==> src/rtl/dhg_pkg.sv <==
// dhg_pkg: shared types and fixed constants of the DVFS/hotplug governor.
// No dependencies.
`timescale 1ns / 1ps

package dhg_pkg;

  typedef enum logic [2:0] {
    CFG_HARD_THRESHOLD = 3'd0,
    CFG_EASY_THRESHOLD = 3'd1,
    CFG_EASY_TICKS     = 3'd2,
    CFG_DOWN_TICKS     = 3'd3,
    CFG_UNPLUG_TICKS   = 3'd4,
    CFG_MIN_LEVEL      = 3'd5,
    CFG_MAX_LEVEL      = 3'd6,
    CFG_HOTPLUG_ENABLE = 3'd7
  } cfg_idx_t;

  typedef enum logic [1:0] {
    DIR_NONE  = 2'd0,
    DIR_RAISE = 2'd1,
    DIR_LOWER = 2'd2
  } scale_dir_t;

  localparam logic [6:0]  RST_HARD_THRESHOLD = 7'd90;
  localparam logic [6:0]  RST_EASY_THRESHOLD = 7'd75;
  localparam logic [15:0] RST_EASY_TICKS     = 16'd48;
  localparam logic [15:0] RST_DOWN_TICKS     = 16'd24;
  localparam logic [15:0] RST_UNPLUG_TICKS   = 16'd100;
  localparam logic [2:0]  RST_CORE_GOAL      = 3'd4;

  // load-sum thresholds for plugging a core in
  localparam logic [8:0]  PLUG_SUM_THREE     = 9'd180;
  localparam logic [8:0]  PLUG_SUM_TWO       = 9'd120;

  localparam logic [15:0] CNT_MAX            = 16'hFFFF;

  function automatic logic [15:0] sat_inc(input logic [15:0] v);
    sat_inc = (v == CNT_MAX) ? v : v + 16'd1;
  endfunction

endpackage

==> src/rtl/dvfs_hotplug_governor.sv <==
// dvfs_hotplug_governor: per-tick frequency and core on/off decision.
// Depends on dhg_pkg.
`timescale 1ns / 1ps
//
//  channel | ports                                   | dir | handshake
//  --------+-----------------------------------------+-----+----------
//  in      | in_cur_level .. in_online_mask          | in  | in_valid/in_ready
//  out     | out_target_level .. out_plug_on         | out | out_valid/out_ready
//  cfg     | cfg_index, cfg_data                     | in  | cfg_valid/cfg_ready
//
// One word enters the input register, the decision logic sits between it and
// the result register. One word per cycle sustained while out_ready stays high.
// Governor state updates when a word moves into the result register.
// Output stall holds the result register; the input register still takes a
// word when the result register frees up in the same cycle.
// Reset (synchronous, rst_n low) restores control, config and state; not payload.

module dvfs_hotplug_governor #(
  parameter logic [15:0] HIGH_LEVEL = 16'd1100,
  parameter logic [15:0] LOW_LEVEL  = 16'd800
) (
  input  logic                       clk,
  input  logic                       rst_n,
  input  logic                       in_valid,
  output logic                       in_ready,
  input  logic [15:0]                in_cur_level,
  input  logic [6:0]                 in_peak_load,
  input  logic [6:0]                 in_load_first,
  input  logic [6:0]                 in_load_second,
  input  logic [6:0]                 in_load_third,
  input  logic [3:0]                 in_online_mask,
  output logic                       out_valid,
  input  logic                       out_ready,
  output logic [15:0]                out_target_level,
  output logic [1:0]                 out_scale_dir,
  output logic                       out_plug_request,
  output logic [1:0]                 out_plug_core,
  output logic                       out_plug_on,
  input  logic                       cfg_valid,
  output logic                       cfg_ready,
  input  logic [2:0]                 cfg_index,
  input  logic [15:0]                cfg_data
);
  import dhg_pkg::*;

  // lowering allowed when peak*HIGH*120/10000 <= LOW, i.e. product < (LOW+1)*10000
  localparam logic [22:0] HIGH_X120   = 23'(HIGH_LEVEL * 120);
  localparam logic [29:0] LOWER_LIMIT = 30'((LOW_LEVEL + 1) * 10000);

  // configuration
  logic [6:0]  hard_thr_r, easy_thr_r;
  logic [15:0] easy_ticks_r, down_ticks_r, unplug_ticks_r;
  logic [15:0] min_level_r, max_level_r;
  logic        hp_en_r;

  // governor state
  logic [6:0]  act_thr_r, act_thr_nxt;
  logic [15:0] easy_cnt_r, easy_cnt_nxt;
  logic [15:0] down_cnt_r, down_cnt_nxt;
  logic [15:0] plug_cnt_r, plug_cnt_nxt;
  logic [2:0]  core_goal_r, core_goal_nxt;
  logic [15:0] last_level_r, last_level_nxt;

  // input register
  logic        s1_valid_r;
  logic [15:0] s1_cur_r;
  logic [6:0]  s1_peak_r, s1_l0_r, s1_l1_r, s1_l2_r;
  logic [3:0]  s1_mask_r;

  logic        advance;
  logic [15:0] target_nxt;
  scale_dir_t  dir_nxt;
  logic        req_nxt, on_nxt;
  logic [1:0]  core_nxt;

  assign advance   = s1_valid_r && (!out_valid || out_ready);
  assign in_ready  = !s1_valid_r || advance;
  assign cfg_ready = 1'b1;

  // decision logic
  logic [15:0] easy_inc, down_inc, plug_inc;
  logic [29:0] scaled;
  logic        decided;
  logic [15:0] tgt_raw, tgt_lo;
  logic [2:0]  count;
  logic [8:0]  load_sum;
  logic [8:0]  sum_thr;

  always_comb begin
    act_thr_nxt    = act_thr_r;
    easy_cnt_nxt   = easy_cnt_r;
    down_cnt_nxt   = down_cnt_r;
    plug_cnt_nxt   = plug_cnt_r;
    core_goal_nxt  = core_goal_r;
    last_level_nxt = last_level_r;
    target_nxt     = HIGH_LEVEL;
    dir_nxt        = DIR_RAISE;
    req_nxt        = 1'b0;
    core_nxt       = 2'd0;
    on_nxt         = 1'b0;
    decided        = 1'b0;
    tgt_raw        = '0;
    tgt_lo         = '0;
    easy_inc       = sat_inc(easy_cnt_r);
    down_inc       = sat_inc(down_cnt_r);
    scaled         = 30'(s1_peak_r) * 30'(HIGH_X120);
    count          = 3'(s1_mask_r[0]) + 3'(s1_mask_r[1]) + 3'(s1_mask_r[2])
                   + 3'(s1_mask_r[3]);
    load_sum       = 9'(s1_l0_r) + 9'(s1_l1_r)
                   + ((count == 3'd3) ? 9'(s1_l2_r) : 9'd0);
    sum_thr        = (count == 3'd3) ? PLUG_SUM_THREE : PLUG_SUM_TWO;
    plug_inc       = '0;

    if (s1_cur_r != '0) begin
      // easy-threshold window
      if (act_thr_r == easy_thr_r) begin
        easy_cnt_nxt = easy_inc;
        if (easy_inc >= easy_ticks_r) begin
          act_thr_nxt  = hard_thr_r;
          easy_cnt_nxt = '0;
        end
        if (s1_cur_r == HIGH_LEVEL) easy_cnt_nxt = '0;
      end else begin
        easy_cnt_nxt = '0;
      end

      if (s1_peak_r > act_thr_nxt) begin
        tgt_raw      = HIGH_LEVEL;
        decided      = 1'b1;
        down_cnt_nxt = '0;
        act_thr_nxt  = easy_thr_r;
      end else begin
        down_cnt_nxt = down_inc;
        if (s1_cur_r > LOW_LEVEL && down_inc >= down_ticks_r) begin
          down_cnt_nxt = '0;
          if (scaled < LOWER_LIMIT) begin
            tgt_raw = LOW_LEVEL;
            decided = 1'b1;
          end
        end
      end

      tgt_lo = (tgt_raw < min_level_r) ? min_level_r : tgt_raw;
      if (decided) target_nxt = (tgt_lo > max_level_r) ? max_level_r : tgt_lo;
      else         target_nxt = s1_cur_r;

      if (target_nxt > s1_cur_r)      dir_nxt = DIR_RAISE;
      else if (target_nxt < s1_cur_r) dir_nxt = DIR_LOWER;
      else                            dir_nxt = DIR_NONE;

      // hotplug
      if (hp_en_r) begin
        if (s1_cur_r != last_level_r) begin
          if (last_level_r != LOW_LEVEL) plug_cnt_nxt = '0;
          last_level_nxt = s1_cur_r;
        end
        plug_inc = sat_inc(plug_cnt_nxt);
        if (s1_cur_r == HIGH_LEVEL) begin
          if (load_sum >= sum_thr && count < 3'd4)
            core_goal_nxt = (count == 3'd3) ? 3'd4 : 3'd3;
          plug_cnt_nxt = '0;
        end else begin
          plug_cnt_nxt = plug_inc;
          if (plug_inc >= unplug_ticks_r) begin
            if (count == 3'd4) begin
              core_goal_nxt = 3'd3;
              plug_cnt_nxt  = '0;
            end else if (count == 3'd3) begin
              core_goal_nxt = 3'd2;
              plug_cnt_nxt  = '0;
            end
          end
        end

        if (count < core_goal_nxt) begin
          // lowest offline core among 1..3
          if (!s1_mask_r[1]) begin
            req_nxt = 1'b1; core_nxt = 2'd1; on_nxt = 1'b1;
          end else if (!s1_mask_r[2]) begin
            req_nxt = 1'b1; core_nxt = 2'd2; on_nxt = 1'b1;
          end else if (!s1_mask_r[3]) begin
            req_nxt = 1'b1; core_nxt = 2'd3; on_nxt = 1'b1;
          end
        end else if (count > core_goal_nxt) begin
          // highest online core among 3..1
          if (s1_mask_r[3]) begin
            req_nxt = 1'b1; core_nxt = 2'd3;
          end else if (s1_mask_r[2]) begin
            req_nxt = 1'b1; core_nxt = 2'd2;
          end else if (s1_mask_r[1]) begin
            req_nxt = 1'b1; core_nxt = 2'd1;
          end
        end
      end
    end
  end

  // control and state
  always_ff @(posedge clk) begin
    if (!rst_n) begin
      s1_valid_r     <= 1'b0;
      out_valid      <= 1'b0;
      hard_thr_r     <= RST_HARD_THRESHOLD;
      easy_thr_r     <= RST_EASY_THRESHOLD;
      easy_ticks_r   <= RST_EASY_TICKS;
      down_ticks_r   <= RST_DOWN_TICKS;
      unplug_ticks_r <= RST_UNPLUG_TICKS;
      min_level_r    <= LOW_LEVEL;
      max_level_r    <= HIGH_LEVEL;
      hp_en_r        <= 1'b1;
      act_thr_r      <= RST_HARD_THRESHOLD;
      easy_cnt_r     <= '0;
      down_cnt_r     <= '0;
      plug_cnt_r     <= '0;
      core_goal_r    <= RST_CORE_GOAL;
      last_level_r   <= '0;
    end else begin
      if (in_ready) s1_valid_r <= in_valid;
      if (advance)        out_valid <= 1'b1;
      else if (out_ready) out_valid <= 1'b0;

      if (advance) begin
        act_thr_r    <= act_thr_nxt;
        easy_cnt_r   <= easy_cnt_nxt;
        down_cnt_r   <= down_cnt_nxt;
        plug_cnt_r   <= plug_cnt_nxt;
        core_goal_r  <= core_goal_nxt;
        last_level_r <= last_level_nxt;
      end

      // writes must arrive only while idle; the block itself does not enforce it
      if (cfg_valid) begin
        case (cfg_idx_t'(cfg_index))
          CFG_HARD_THRESHOLD: begin
            if (act_thr_r == hard_thr_r) act_thr_r <= cfg_data[6:0];
            hard_thr_r <= cfg_data[6:0];
          end
          CFG_EASY_THRESHOLD: begin
            if (act_thr_r == easy_thr_r) act_thr_r <= cfg_data[6:0];
            easy_thr_r <= cfg_data[6:0];
          end
          CFG_EASY_TICKS:     easy_ticks_r   <= cfg_data;
          CFG_DOWN_TICKS:     down_ticks_r   <= cfg_data;
          CFG_UNPLUG_TICKS:   unplug_ticks_r <= cfg_data;
          CFG_MIN_LEVEL:      min_level_r    <= cfg_data;
          CFG_MAX_LEVEL:      max_level_r    <= cfg_data;
          CFG_HOTPLUG_ENABLE: hp_en_r        <= cfg_data[0];
          default: ;
        endcase
      end
    end
  end

  // payload registers
  always_ff @(posedge clk) begin
    if (in_ready && in_valid) begin
      s1_cur_r  <= in_cur_level;
      s1_peak_r <= in_peak_load;
      s1_l0_r   <= in_load_first;
      s1_l1_r   <= in_load_second;
      s1_l2_r   <= in_load_third;
      s1_mask_r <= in_online_mask;
    end
    if (advance) begin
      out_target_level <= target_nxt;
      out_scale_dir    <= dir_nxt;
      out_plug_request <= req_nxt;
      out_plug_core    <= core_nxt;
      out_plug_on      <= on_nxt;
    end
  end

endmodule

==> config.mk <==
export PLATFORM = sky130hd
export DESIGN_NAME = dvfs_hotplug_governor
export DESIGN_NICKNAME = d
export VERILOG_FILES = /design/src/rtl/dhg_pkg.sv /design/src/rtl/dvfs_hotplug_governor.sv
export SDC_FILE = /design/constraint.sdc
export NUM_CORES = 1
export LEC_CHECK = 0
export ABC_CLOCK_PERIOD_IN_PS = 22700
export BUFFER_PORTS_ARGS = -buffer_cell sky130_fd_sc_hd__buf_2
export CORE_ASPECT_RATIO = 0.8
export CORE_MARGIN = 5
export CORE_UTILIZATION = 29
export CTS_CLUSTER_SIZE = 24
export DETAILED_ROUTE_END_ITERATION = 10
export MAX_ROUTING_LAYER = met4
export PLACE_DENSITY = 0.45
export SETUP_SLACK_MARGIN = 0.4
export SYNTH_ARGS = -nofsm -noshare
export SYNTH_HDL_FRONTEND = slang
export SYNTH_SLANG_ARGS = --single-unit
==> constraint.sdc <==
create_clock -name clk -period 22.7 [get_ports clk]
set_input_delay 2.27 -clock clk [delete_from_list [all_inputs] [get_ports clk]]
set_output_delay 2.27 -clock clk [all_outputs]
set_load 0.01 [all_outputs]
---- Yosys cells after proc, flatten, opt, wreduce, memory -nomap -nowiden ----
Index checks and enable logic that the tools add are counted.
word-level totals
  flip-flop bits (word level) ............. 241
  input bits .............................. 72
  output and inout bits ................... 25
  word-level logic and storage cells ...... 160
operators by class
  $lt $le $gt $ge ......................... 14
  multiplexer cells ....................... 67
  add/subtract/negate cells ............... 8
  bitwise gates (word level) .............. 1
  equal/unequal tests ..................... 17
  multiply operators ...................... 1
  reduce and logical (&&, ||, !) cells .... 25
operators by type and width
  operator               number
  $mux 16                21
  $mux 7                 10
  $add 16x1->16 const B  3
  $eq 16x16->1 const B   3
  $ge 16x16->1           3
  $gt 16x16->1           2
  $lt 16x16->1           2
  $lt 25x23->1 const B   1
  $mux 3                 8
  $mul 7x13->20 const B  1
  $mux 10                2
  $reduce_and 2->1       10
  $eq 16x11->1 const B   1
  $gt 16x10->1 const B   1
  $mux 2                 8
  $ne 16x10->1 const B   1
  $ne 16x16->1           1
  $reduce_bool 16->1     1
  $eq 3x3->1 const B     5
  $mux 1                 15
  $eq 7x7->1             2
  $pmux 7 s2             1
  $mux 11                1
  $add 8x7->9            1
  21 further kinds       29

---- Logic depth before layout (Yosys ltp) ----
  word-level depth ........................ 17
  depth in mapped cells ................... 55
  depth with buffers taken out ............ 51

---- Worst setup path before layout ----
Ideal clock, no wire load.
  path kind ............................... register -> register
  start point ............................. register easy_cnt_r[0]
  end point ............................... register out_scale_dir[0] (data pin)
  setup time .............................. 278 ps
  arrival ................................. 10315 ps
  setup slack ............................. 12107 ps
  data required time ...................... 22422 ps
  cell stages (with the launch flop) ...... 53
  buffers on the path ..................... 4
  clock period less this slack ............ 10593 ps
  path through ............................ dfxtp_1 > ha_1 > nand2_1 > nor4_1 > nand3_1 > nor2_1 > nor2_1 > nand3_1 > xnor2_1 > ha_1 > a21oi_2 > nor3_1 > or4_4 > o31ai_4 > mux2i_1 > ha_1 > a21oi_1 > o21a_1 > (+17 left out) > a2111oi_0 > a21oi_1 > o31ai_1 > a32oi_2 > inv_1 > clkbuf_1 > mux2_2 > mux2_2 > ha_1 > nor2b_1 > o21a_1 > o21a_1 > o21ai_0 > nand2b_1 > a21oi_1 > o21ai_0 > a2111oi_0 > a31oi_1
on the way
  cells in the longest elaborated chain, start to end .. 17
  elaborated cells on any way between the ends .. 20
  those cells by class .................... add/sub: 1; order compare: 5; eq/ne: 1; mux: 12; reduce/logical: 1
RTL lines
  item                                           RTL line                      RTL
  start: declaration                             dvfs_hotplug_governor.sv:58   logic [15:0] easy_cnt_r, easy_cnt_nxt;
  start signal: assignment                       dvfs_hotplug_governor.sv:224  easy_cnt_r <= easy_cnt_nxt;
  $add 16x1->16 or $eq 16x16->1 (tied branches)  dhg_pkg.sv:38                 sat_inc = (v == CNT_MAX) ? v : v + 16'd1;
  $mux 16 *                                      dhg_pkg.sv:38
  $ge 16x16->1 *                                 dvfs_hotplug_governor.sv:118  if (easy_inc >= easy_ticks_r) begin
  $mux 7 *                                       dvfs_hotplug_governor.sv:118
  $mux 7 *                                       dvfs_hotplug_governor.sv:116  if (act_thr_r == easy_thr_r) begin
  $mux 7 *                                       dvfs_hotplug_governor.sv:114  if (s1_cur_r != '0) begin
  $gt 7x7->1 *                                   dvfs_hotplug_governor.sv:127  if (s1_peak_r > act_thr_nxt) begin
  $mux 11                                        dvfs_hotplug_governor.sv:127
  $mux 16                                        dvfs_hotplug_governor.sv:114
  $lt 16x16->1                                   dvfs_hotplug_governor.sv:143  tgt_lo = (tgt_raw < min_level_r) ? min_level_r : tgt_raw;
  $mux 16                                        dvfs_hotplug_governor.sv:143
  $gt 16x16->1                                   dvfs_hotplug_governor.sv:144  if (decided) target_nxt = (tgt_lo > max_level_r) ? max_level_r : tgt_lo;
  $mux 16                                        dvfs_hotplug_governor.sv:144
  $mux 16 *                                      dvfs_hotplug_governor.sv:144
  $mux 16 *                                      dvfs_hotplug_governor.sv:114
  $gt 16x16->1 *                                 dvfs_hotplug_governor.sv:147  if (target_nxt > s1_cur_r) dir_nxt = DIR_RAISE;
  $reduce_or 2->1 (no source line) *             -
  end signal: assignment                         dvfs_hotplug_governor.sv:266  out_scale_dir <= dir_nxt;
  end: declaration                               dvfs_hotplug_governor.sv:35   output logic [1:0] out_scale_dir,
Mark *: on every way between the ends. The rest lies on a longest branch, timed or not. The select of a mux whose other input is x is not followed.
A chain may end at the register's enable or synchronous reset.

---- Worst setup path after layout ----
Same ends and word-level chain as after synthesis.

==> run_results.csv <==
group,metric,value,unit
timing,fin_setup_tns,0,ns
synth,yosysWarnings,0,
cells_and_area,drive_gt1_frac,0.110,
cells_and_area,fin_util,0.333,
worst_setup_path,slowest_stage,"o31ai_4",
floorplan,die_h,214,µm
placement,io_buffers,95,
cts,htreeDepth,1,
cells_and_area,fill_cells,5347,
synth,synth_flop_cell,"dfxtp_1",
synth,synth_nets,1998,
synth,syn_area_per_cell,8.56,µm²
routing,wl,43500,µm
timing,drv_slew,0,
routing,via_per_inst,4.93,
worst_setup_path,cpLargestDelayFamily,"compound AO/OA/AOI/OAI gates",
cts,numCtsBuffers,28,
worst_setup_path,crit_required,22.99,ns
cts,post-cts-setup-buffers,0,
routing,wl_per_cell,17.2,µm
synth,ys_seq_elements,241,
timing,worstMarginPinSlew,1.23,ns
synth,synth_cell_types,85,
floorplan,core_area,51300,µm²
synth,netlist_instances,1761,
cts,cts_resized,0,
timing,final-setup-viol-count,0,
hold_path,hp-class,"reg2reg",
timing,fmax,82.6,MHz
grt,gr-total-overflow,0,
worst_setup_path,cp_max_fo,23,
grt,globalRouteTotalUtil,0.153,
cells_and_area,area_growth,13.3,%
synth,synth_top_area_cell,"dfxtp_1",
cts,cts.path.max_buffers,3,
grt,grt_pass1_wl,69600,µm
routing,drt_iter0_drc,844,
timing,slew_headroom,0.174,
routing,vias,12400,
cts,clk_pin_slew,0.06,ns
grt,grt_max_degree,71,
worst_setup_path,critPathArrivalTime,12.39,ns
timing,rsz0062_at_grt,"no",
cells_and_area,nets,2053,
cells_and_area,fin_cells,2524,
cells_and_area,layout_commonest_cell,"nand2_1",
cts,cts_tree,"built",
synth,synth_seq_area_share,0.366,
routing,dr.pass1.iters,5,
run,max-cap-violations,0,
timing,hold_viol,0,
synth,synth_top_area_share,0.227,
floorplan,initial_core_util,0.294,
placement,hpwl,32300,µm
power,leakagePower,6.97,nW
grt,grt_pass1_vias,12200,
placement,gp_congestion,0.866,
cts,cts.sinks,241,
timing,finalClockSkew,0.00849,ns
synth,async_reset_ff_frac,0,
cts,clkLatencyLatePin,0.56,ns
synth,synth-edff-count,70,
placement,placed_cells,2470,
routing,ant_nets,0,
timing,fin_crit,12.10,ns
power,powerDensity,70.2,nW/µm²
grt,antenna_found_initial,1,
status,status,"finished clean",
worst_setup_path,critPathCaptureType,"flop",
timing,fin_crit_sh,0.533,
floorplan,die_w,265,µm
cells_and_area,layout_common_cells,"283 x nand2_1, 177 x a21oi_1, 171 x dfxtp_1, 148 x ha_1, 128 x nor2_1",
cts,cts.hold.buffers_added,0,
worst_setup_path,critical_path_class,"reg2reg",
cts,cts-root-buf,"clkbuf_16",
worst_setup_path,critPathLaunchType,"flop",
floorplan,ioPinCount,97,
timing,post-route-worst-setup-slack,10.60,ns
routing,drc,0,
power,peakVddDrop,0.0504,mV
synth,synth.area.top_cells,"dfxtp_1 23%, edfxtp_1 14%, ha_1 12%",
placement,place_ws,10.68,ns
floorplan,std_cell_rows,74,
synth,syn_area,15100,µm²
floorplan,die_area,56700,µm²
worst_setup_path,worst-path-buf-inv,3,
worst_setup_path,cpMostUsedCell,"ha_1",
worst_setup_path,max_stage_delay,0.63,ns
[synth_stat cells (all sizes together) (5+ instances only)]
library cell  count
a2111oi           5
a211o             5
a211oi            8
a21o             31
a21oi           179
a22o             13
a22oi            12
a31oi            15
a41oi             5
and2             12
and3             15
and4              6
buf              18
clkbuf           62
dfxtp           171
edfxtp           70
fa               17
ha              148
inv             128
mux2             20
mux2i            13
nand2           284
nand2b           17
nand3            57
nand4            32
nor2            129
nor2b            16
nor3             28
nor4             16
o211ai           29
o21a             15
o21ai            49
o31ai             5
or2               5
xnor2            34
xor2             39
[registers in the layout, summed over array words and instances (netlist names), 16 cells and up]
name              cells
unplug_ticks_r       16
plug_cnt_r           16
easy_ticks_r         16
s1_cur_r             16
easy_cnt_r           16
min_level_r          16
down_ticks_r         16
out_target_level     16
last_level_r         16
down_cnt_r           16
max_level_r          16
[cell type report]
class	count	area (µm²)	area share
Antenna cell	2	5.00	0.000293
Inverter	128	483	0.0283
Multi-Input combinational cell	1312	8740	0.511
Tap cell	684	856	0.0501
Timing Repair Buffer	105	551	0.0322
Clock buffer	36	782	0.0458
Sequential cell	241	5530	0.323
Clock inverter	16	151	0.00886
[layer usage]
layer  wire length, µm  up-vias  share of wire  GRT usage
met5                 0        -              0          -
met4               643        0          0.015     0.0226
met3              2230       43          0.051     0.0241
met2             16800      252           0.39      0.208
met1             23800     5833           0.55      0.242
li1                  -     6307              -          -
[tightest hold or removal path: cells and delay by family, from the launching register on]
kind	cells	cell delay (ns)
AOI/OAI and AO/OA	1	0.05
DFF	1	0.31
and+or+nand+nor	1	0.05
[final timing paths]
kind	start	cells past startpoint	to	slack, ns
worst min register to register	easy_ticks_r[9]$_SDFFE_PN0P_	2	easy_ticks_r[9]$_SDFFE_PN0P_	0.45
worst min-delay path	easy_ticks_r[9]$_SDFFE_PN0P_	2	easy_ticks_r[9]$_SDFFE_PN0P_	0.45
worst max-delay path	easy_cnt_r[0]$_SDFFE_PN0P_	50	out_scale_dir[0]$_SDFFCE_PP1P_	10.60
worst max register to register	easy_cnt_r[0]$_SDFFE_PN0P_	50	out_scale_dir[0]$_SDFFCE_PP1P_	10.60
[metrics by stage]
stage	instance area, µm²	total power [mW]	hold WS (ns)
6_report	17100	1.20	0.455
5_1_grt	17100	1.27	0.475
4_1_cts	17100	1.22	0.455
3_5_place_dp	16200	0.745	0.447
3_3_place_gp	16200	0.742	0.444
2_1_floorplan	15100	0.674	0.436
[report_power, final]
part	leakage, nW	switching, mW	internal, mW
clock network	0.469	0.195	0.268
registers	2.06	0.0146	0.462
logic	4.44	0.157	0.103
total	6.97	0.366	0.833
[logic make-up after synthesis]
logic type / synth area share
adder cells (fa/ha/maj): 0.145
multiplexers: 0.0238
AO/OA/AOI/OAI: 0.171
flip-flops: 0.366
other: 0.000249
buffers and inverters: 0.0552
XOR/XNOR: 0.0424
AND/OR/NAND/NOR: 0.196
No activity file was read; power rests on OpenSTA's default activity.
